File: config.mk
export PLATFORM = sky130hd
export DESIGN_NAME = glob_name_filter
export DESIGN_NICKNAME = d
export VERILOG_FILES = /design/src/rtl/gnf_pkg.sv /design/src/rtl/gnf_cell.sv /design/src/rtl/glob_name_filter.sv
export SDC_FILE = /design/constraint.sdc
export NUM_CORES = 1
export LEC_CHECK = 0
export BUFFER_PORTS_ARGS = -buffer_cell sky130_fd_sc_hd__clkbuf_2
export CORE_ASPECT_RATIO = 0.5
export CORE_MARGIN = 2
export CORE_UTILIZATION = 50
export DETAILED_ROUTE_END_ITERATION = 16
export PLACE_DENSITY = 0.69
export SETUP_SLACK_MARGIN = 0.02
export SYNTH_ARGS = -nofsm -noshare
export SYNTH_HDL_FRONTEND = slang
export SYNTH_SLANG_ARGS = --single-unit
File: constraint.sdc
create_clock -name i_clk -period 3.05 [get_ports i_clk]
set_input_delay 0.1525 -clock i_clk [delete_from_list [all_inputs] [get_ports i_clk]]
set_output_delay 0.1525 -clock i_clk [all_outputs]
set_load 0.02 [all_outputs]
File: src/rtl/gnf_pkg.sv
//------------------------------------------------------------------------------
// gnf_pkg
// Types and constants shared by the wildcard name filter.
//------------------------------------------------------------------------------
`timescale 1ns / 1ps
`default_nettype none

package gnf_pkg;

    localparam int CFG_INDEX_W = 3;
    localparam int CFG_DATA_W  = 64;

    localparam logic [CFG_INDEX_W-1:0] REG_PATTERN_LOW    = 3'd0;
    localparam logic [CFG_INDEX_W-1:0] REG_PATTERN_HIGH   = 3'd1;
    localparam logic [CFG_INDEX_W-1:0] REG_PATTERN_LENGTH = 3'd2;
    localparam logic [CFG_INDEX_W-1:0] REG_NAME_FILTER_ON = 3'd3;
    localparam logic [CFG_INDEX_W-1:0] REG_TYPE_FILTER    = 3'd4;

    localparam logic [7:0] STAR_CHAR  = 8'h2A;
    localparam logic [7:0] QMARK_CHAR = 8'h3F;

    localparam logic [1:0] TYPE_ANY  = 2'd0;
    localparam logic [1:0] TYPE_FILE = 2'd1;
    localparam logic [1:0] TYPE_DIR  = 2'd2;

    typedef struct packed {
        logic       step;
        logic       restart;
        logic [7:0] ch;
    } t_cell_ctl;

endpackage

`default_nettype wire

File: src/rtl/gnf_cell.sv
//------------------------------------------------------------------------------
// gnf_cell
// One pattern position: holds its pattern byte and its active bit, passes
// star closure and character advance on to the next position.
//------------------------------------------------------------------------------
`timescale 1ns / 1ps
`default_nettype none

module gnf_cell
    import gnf_pkg::*;
(
    input  wire logic      i_clk,
    input  wire logic      i_rst_n,
    input  wire t_cell_ctl i_ctl,
    input  wire logic      i_init_bit,
    input  wire logic      i_enabled,
    input  wire logic      i_pat_we,
    input  wire logic [7:0] i_pat_data,
    input  wire logic      i_live_in,
    input  wire logic      i_adv_in,
    output logic           o_live,
    output logic           o_live_out,
    output logic           o_adv_out
);

    logic [7:0] r_pat;
    logic       r_act;
    logic       n_act;
    logic       w_star;
    logic       w_hit;

    assign w_star     = (r_pat == STAR_CHAR);
    assign w_hit      = (r_pat == QMARK_CHAR) || (r_pat == i_ctl.ch);
    assign o_live     = r_act | i_live_in;
    assign o_live_out = o_live & i_enabled & w_star;
    assign o_adv_out  = o_live & i_enabled & ~w_star & w_hit;
    assign n_act      = o_live_out | i_adv_in;

    always_ff @(posedge i_clk) begin
        if (!i_rst_n) begin
            r_pat <= 8'h00;
        end else if (i_pat_we) begin
            r_pat <= i_pat_data;
        end
    end

    always_ff @(posedge i_clk) begin
        if (!i_rst_n || i_ctl.restart) begin
            r_act <= i_init_bit;
        end else if (i_ctl.step) begin
            r_act <= n_act;
        end
    end

endmodule

`default_nettype wire

File: src/rtl/glob_name_filter.sv
// The filter takes one transaction per clock cycle on the input side, name
// characters and terminators alike, and returns the result of a name in the
// cycle after its terminator is accepted, held in an output register. Input
// ready is low only while that register holds a result that is not being taken.
// Star closure ripples combinationally through the row of position cells, so
// the cell chain length (PATTERN_CHARS) sets the critical path, not the rate.
//------------------------------------------------------------------------------
// glob_name_filter
// Shell-style wildcard and entry type filter over a streamed name.
//------------------------------------------------------------------------------
`timescale 1ns / 1ps
`default_nettype none

module glob_name_filter
    import gnf_pkg::*;
#(
    parameter int PATTERN_CHARS = 16
) (
    input  wire logic                   i_clk,
    input  wire logic                   i_rst_n,
    input  wire logic                   i_cfg_wr_en,
    input  wire logic [CFG_INDEX_W-1:0] i_cfg_index,
    input  wire logic [CFG_DATA_W-1:0]  i_cfg_data,
    input  wire logic                   i_in_valid,
    output logic                        o_in_ready,
    input  wire logic [7:0]             i_ch,
    input  wire logic                   i_is_end,
    input  wire logic                   i_is_dir,
    output logic                        o_out_valid,
    input  wire logic                   i_out_ready,
    output logic                        o_selected,
    output logic                        o_name_matched
);

    localparam int         IDX_W   = $clog2(PATTERN_CHARS + 1);
    localparam logic [4:0] LEN_MAX = 5'(PATTERN_CHARS);

    logic [4:0] r_len;
    logic       r_filter_on;
    logic [1:0] r_type;
    logic       r_final;
    logic       r_out_valid;
    logic       r_selected;
    logic       r_name_matched;

    logic [4:0]             w_len_used;
    logic [PATTERN_CHARS:0] w_live;
    logic [PATTERN_CHARS:0] w_live_chain;
    logic [PATTERN_CHARS:0] w_adv_chain;
    logic                   w_accept;
    logic                   w_pat_ok;
    logic                   w_name_ok;
    logic                   w_type_ok;
    t_cell_ctl              w_ctl;

    assign o_in_ready = ~r_out_valid | i_out_ready;
    assign w_accept   = i_in_valid & o_in_ready;
    assign w_len_used = (r_len > LEN_MAX) ? LEN_MAX : r_len;

    assign w_ctl.step    = w_accept & ~i_is_end;
    assign w_ctl.restart = w_accept & i_is_end;
    assign w_ctl.ch      = i_ch;

    assign w_live_chain[0] = 1'b0;
    assign w_adv_chain[0]  = 1'b0;

    for (genvar p = 0; p < PATTERN_CHARS; p++) begin : g_cell
        logic w_we;
        if (p < 8) begin : g_low
            assign w_we = i_cfg_wr_en && (i_cfg_index == REG_PATTERN_LOW);
        end else begin : g_high
            assign w_we = i_cfg_wr_en && (i_cfg_index == REG_PATTERN_HIGH);
        end

        gnf_cell u_cell (
            .i_clk      (i_clk),
            .i_rst_n    (i_rst_n),
            .i_ctl      (w_ctl),
            .i_init_bit ((p == 0) ? 1'b1 : 1'b0),
            .i_enabled  (w_len_used > 5'(p)),
            .i_pat_we   (w_we),
            .i_pat_data (i_cfg_data[8*(p%8) +: 8]),
            .i_live_in  (w_live_chain[p]),
            .i_adv_in   (w_adv_chain[p]),
            .o_live     (w_live[p]),
            .o_live_out (w_live_chain[p+1]),
            .o_adv_out  (w_adv_chain[p+1])
        );
    end

    assign w_live[PATTERN_CHARS] = r_final | w_live_chain[PATTERN_CHARS];

    always_ff @(posedge i_clk) begin
        if (!i_rst_n || w_ctl.restart) begin
            r_final <= 1'b0;
        end else if (w_ctl.step) begin
            r_final <= w_adv_chain[PATTERN_CHARS];
        end
    end

    assign w_pat_ok  = w_live[w_len_used[IDX_W-1:0]];
    assign w_name_ok = r_filter_on ? w_pat_ok : 1'b1;

    always_comb begin
        case (r_type)
            TYPE_FILE: w_type_ok = ~i_is_dir;
            TYPE_DIR:  w_type_ok = i_is_dir;
            TYPE_ANY:  w_type_ok = 1'b1;
            default:   w_type_ok = 1'b1;
        endcase
    end

    always_ff @(posedge i_clk) begin
        if (!i_rst_n) begin
            r_len       <= 5'd0;
            r_filter_on <= 1'b0;
            r_type      <= TYPE_ANY;
        end else if (i_cfg_wr_en) begin
            case (i_cfg_index)
                REG_PATTERN_LENGTH: r_len       <= i_cfg_data[4:0];
                REG_NAME_FILTER_ON: r_filter_on <= i_cfg_data[0];
                REG_TYPE_FILTER:    r_type      <= i_cfg_data[1:0];
                default: ;
            endcase
        end
    end

    always_ff @(posedge i_clk) begin
        if (!i_rst_n) begin
            r_out_valid <= 1'b0;
        end else if (w_ctl.restart) begin
            r_out_valid <= 1'b1;
        end else if (i_out_ready) begin
            r_out_valid <= 1'b0;
        end
    end

    always_ff @(posedge i_clk) begin
        if (w_ctl.restart) begin
            r_selected     <= w_type_ok & w_name_ok;
            r_name_matched <= w_name_ok;
        end
    end

    assign o_out_valid    = r_out_valid;
    assign o_selected     = r_selected;
    assign o_name_matched = r_name_matched;

endmodule

`default_nettype wire

==> summary.md <==
The run finished, with violations left. The final reports fail on hold timing. Derived from the worst setup path, the maximum achievable clock frequency is 338 MHz.

The number of nets in the synthesized netlist is 1252. The first global-routing pass estimated 47.0 mm of wire. The run gives 0 as the max-slew violation total from the final report. Power comes to 4.90 mW.

The logs give 0 for the number of diodes added for antenna fixing and 89.1 ps for the smallest setup slack after layout. After synthesis, flip-flops and latches occupy 34.8% of the total area. Entering global routing, the biggest net connects 76 pins. In the final routed layout, each cell accounts on average for 19.6 um.

Required time at the endpoint of the critical path: 3330 ps. The CTS buffer count is 17, and the final design instance area without fill is 0.0110 mm2. The area growth from synthesis to layout is 21.6%.

After synthesis, the share of flip-flops with an asynchronous set or reset is 0%. Count of different cell masters after synthesis: 61. Of the cells placed in the final design, the portion with a size suffix greater than 1 is 14.1%.

The number of endpoints with negative hold slack in the final report is 1. Class of the most critical setup path: flip-flop to flip-flop. The run gives 8513 as the via count of the first global-routing pass. Library cell used as clock root buffer: clkbuf_16. The number of input and output port buffers inserted is 85.

The leakage power is 3.48 nW, and the number of setup violations in the final report is 0. The tools report the sort of element at the end of the critical path as a flip-flop. In this run, synthesis inferred 2 flip-flops with an integrated enable. After clock tree synthesis, the clock-pin slew on the worst setup and hold paths is 70 ps.

The clock insertion delay at the later pin of the skew report came out at 440 ps. The region available for standard cell placement spans 0.0175 mm2. The run gives 8 as the detailed-routing iteration count for the pre-antenna-repair pass. At the placement stage, the worst setup path has a slack of -21.5 ps. After floorplanning, the core was divided into 34 placement rows. The logs give 86 for the boundary pin count and 0 for the number of warnings printed during yosys synthesis.

The run gives 1375 as the count of nets after finishing. Global routing used 31.5% of the available tracks across all layers. After layout, the worst path uses 97.1% of the clock period. The worst-margin pin slew works out to 957 ps. The number of design-rule violations left by the first detailed-router iteration is 801. The logs give 12.1 ps for the worst clock skew on the final layout and 51.5% for the effective utilization at floorplan.

Worst-case hold slack: -1.27 ps. Summed over all layers, the routed wires come to 30.2 mm. Across the run, the number of max-cap violations was 0. In this run the remaining antenna-violating nets after routing total 0.

The run gives 3240 ps as the arrival time at the worst endpoint. Among all flip-flop cells after synthesis, the most frequent one is dfxtp_1. After layout, the minimum clock period comes to 2960 ps.

The tools report the launching element type of the critical path as a flip-flop. The final weighted congestion in routability-driven placement was 0.957; the total global routing overflow was 0. The estimated wirelength of the detail-placed design is 21.3 mm. Total number of H-tree levels: 4. Headroom to the max-slew limit: 36.2%. The tree built by TritonCTS fans out to 156 sinks.

The floorplan step defined a die boundary enclosing 0.0192 mm2. Across all layers, the routed design uses 9057 vias. The die is 194 um wide. Synthesis inferred 156 register bits. The die span in y works out to 99.0 um.

The placed standard-cell area was 0.00979 mm2. Averaged over all synthesized cells, the footprint is 7.73 um2. The worst-case IR drop observed on VDD is 0.000380 V. The maximum count of clock buffers along a single path was 2; the routed via count divided by cell count was 5.89.

Of all nets on the critical path, the largest fanout is 5. The remaining design rule violation count was 0; the post-synthesis instance area was 0.00903 mm2. Synthesis produced a netlist whose cell count is 1168. TritonCTS built the clock tree. In this run the worst hold path is classified as primary input to flip-flop. The tools report the number of antenna violations at the first check in global routing as 0.

In this run the power density over the cells is 446 mW/mm2. Setup total negative slack on the finished layout was measured at 0 ps.
## per-stage QoR
step | utilization [%] | hold slack [ps] | cells
detailed placement | 55.8 | 410 | 1455
floorplan | - | 297 | 1168
CTS | 62.4 | 0.762 | 1538
global placement | 55.8 | 400 | 1455
global route | 62.6 | 1.87 | 1538
finish | 62.6 | -1.27 | 1538
## layout by cell type (no fill, tap or decap), types with 12 or more instances in the layout
cell type,n
a21boi_0,134
a21oi_1,27
buf_4,39
clkbuf_16,17
clkbuf_2,84
dfxtp_1,154
dlygate4sd3_1,51
nand2_1,303
nand3_1,12
nand4_1,34
nor2_1,50
nor2b_1,16
nor3_1,21
o21ai_0,28
xnor2_1,128
## flip-flops by register name, summed over array words and instances (netlist names)
signal	flops
g_cell.u_cell.r_pat	128
r_filter_on	1
r_len	5
r_type	2
o_out_valid	1
r_final	1
o_selected	1
o_name_matched	1
g_cell.u_cell.r_act	16
## layout make-up
cell class	count	area [um2]
Sequential cell	156	3140
Fill cell	1573	6550
Timing Repair Buffer	174	1220
Inverter	11	41.3
Tap cell	234	293
Clock buffer	20	467
Multi-Input combinational cell	931	5660
Clock inverter	12	156
## kinds of logic after synthesis
logic type               Yosys count  share of synthesized area (%)
flip-flops                       156                           34.8
XOR/XNOR                         128                           12.4
adder cells (fa/ha/maj)            2                          0.277
buffers and inverters             81                           3.37
AND/OR/NAND/NOR                  517                           26.4
multiplexers                       7                          0.776
AO/OA/AOI/OAI                    277                           22.0
## critical path: stages (launching register included)
cell and delay, ps:
dfxtp_1 310, or4_1 550, or4_1 440, o21a_1 220, o21a_2 260, o31ai_4 360, o221ai_1 190, a41oi_1 220
o21ai_1 130, a21oi_1 140
## synth_stat cells, types with 4 or more instances
| master | count | area, um2 |
|---|---|---|
| nand2_1 | 304 | 1140 |
| dfxtp_1 | 154 | 3080 |
| a21boi_0 | 134 | 1010 |
| xnor2_1 | 128 | 1120 |
| clkbuf_1 | 69 | 259 |
| nor2_1 | 51 | 191 |
| nand4_1 | 34 | 213 |
| o21ai_0 | 28 | 140 |
| a21oi_1 | 27 | 135 |
| nor3_1 | 23 | 115 |
| nor2b_1 | 16 | 100 |
| nand3_1 | 12 | 60.1 |
| a211oi_1 | 10 | 75.1 |
| inv_1 | 10 | 37.5 |
| or4_1 | 10 | 75.1 |
| nand4b_1 | 9 | 78.8 |
| nor4_1 | 9 | 56.3 |
| or3_1 | 9 | 56.3 |
| o21ai_1 | 8 | 40.0 |
| mux2i_1 | 7 | 70.1 |
| nand2b_1 | 7 | 43.8 |
| o21a_1 | 7 | 52.6 |
| o31ai_1 | 7 | 52.6 |
| or2_2 | 6 | 37.5 |
| a22oi_1 | 5 | 37.5 |
| a31o_2 | 5 | 43.8 |
| a31oi_1 | 5 | 31.3 |
| and2_1 | 5 | 31.3 |
| nor3b_1 | 5 | 37.5 |
| a41oi_1 | 4 | 35.0 |
| and3_1 | 4 | 25.0 |
| o21bai_1 | 4 | 30.0 |
| o221ai_1 | 4 | 35.0 |
## report_power, final
part / switching [mW] / internal, mW / leakage, nW
registers: 0.0462 / 2.08 / 1.26
clock network: 0.954 / 1.30 / 0.296
logic: 0.283 / 0.238 / 1.92
## per-layer routing
metal / wire length (um) / share of wire, % / track usage, %
met1: 13800 / 46 / 44.3
met2: 12800 / 43 / 48.2
met3: 3080 / 10 / 8.45
met4: 418 / 1.4 / 7.40
met5: 0 / 0 / 0
## timing repair
item,4_1_cts,5_1_grt
buffers inserted,0,0
endpoints found under the hold margin,87,0
setup endpoints to repair,4,7
hold buffers,51,0
gates resized for setup,2,8
pin swaps,0,1
## worst paths after layout
check,from,to,slack (ps),depth (start not counted)
worst max register to register,g_cell[1].u_cell.r_pat[2]$_SDFFE_PN0P_,o_selected$_DFFE_PP_,90,9
worst max-delay path,g_cell[1].u_cell.r_pat[2]$_SDFFE_PN0P_,o_selected$_DFFE_PP_,90,9
worst min register to register,g_cell[2].u_cell.r_act$_SDFFE_PP0P_,g_cell[2].u_cell.r_act$_SDFFE_PP0P_,480,2
worst min-delay path,i_cfg_data[22],g_cell[10].u_cell.r_pat[6]$_SDFFE_PN0P_,-1,3
Note: power is estimated with default switching activity, not from simulation.
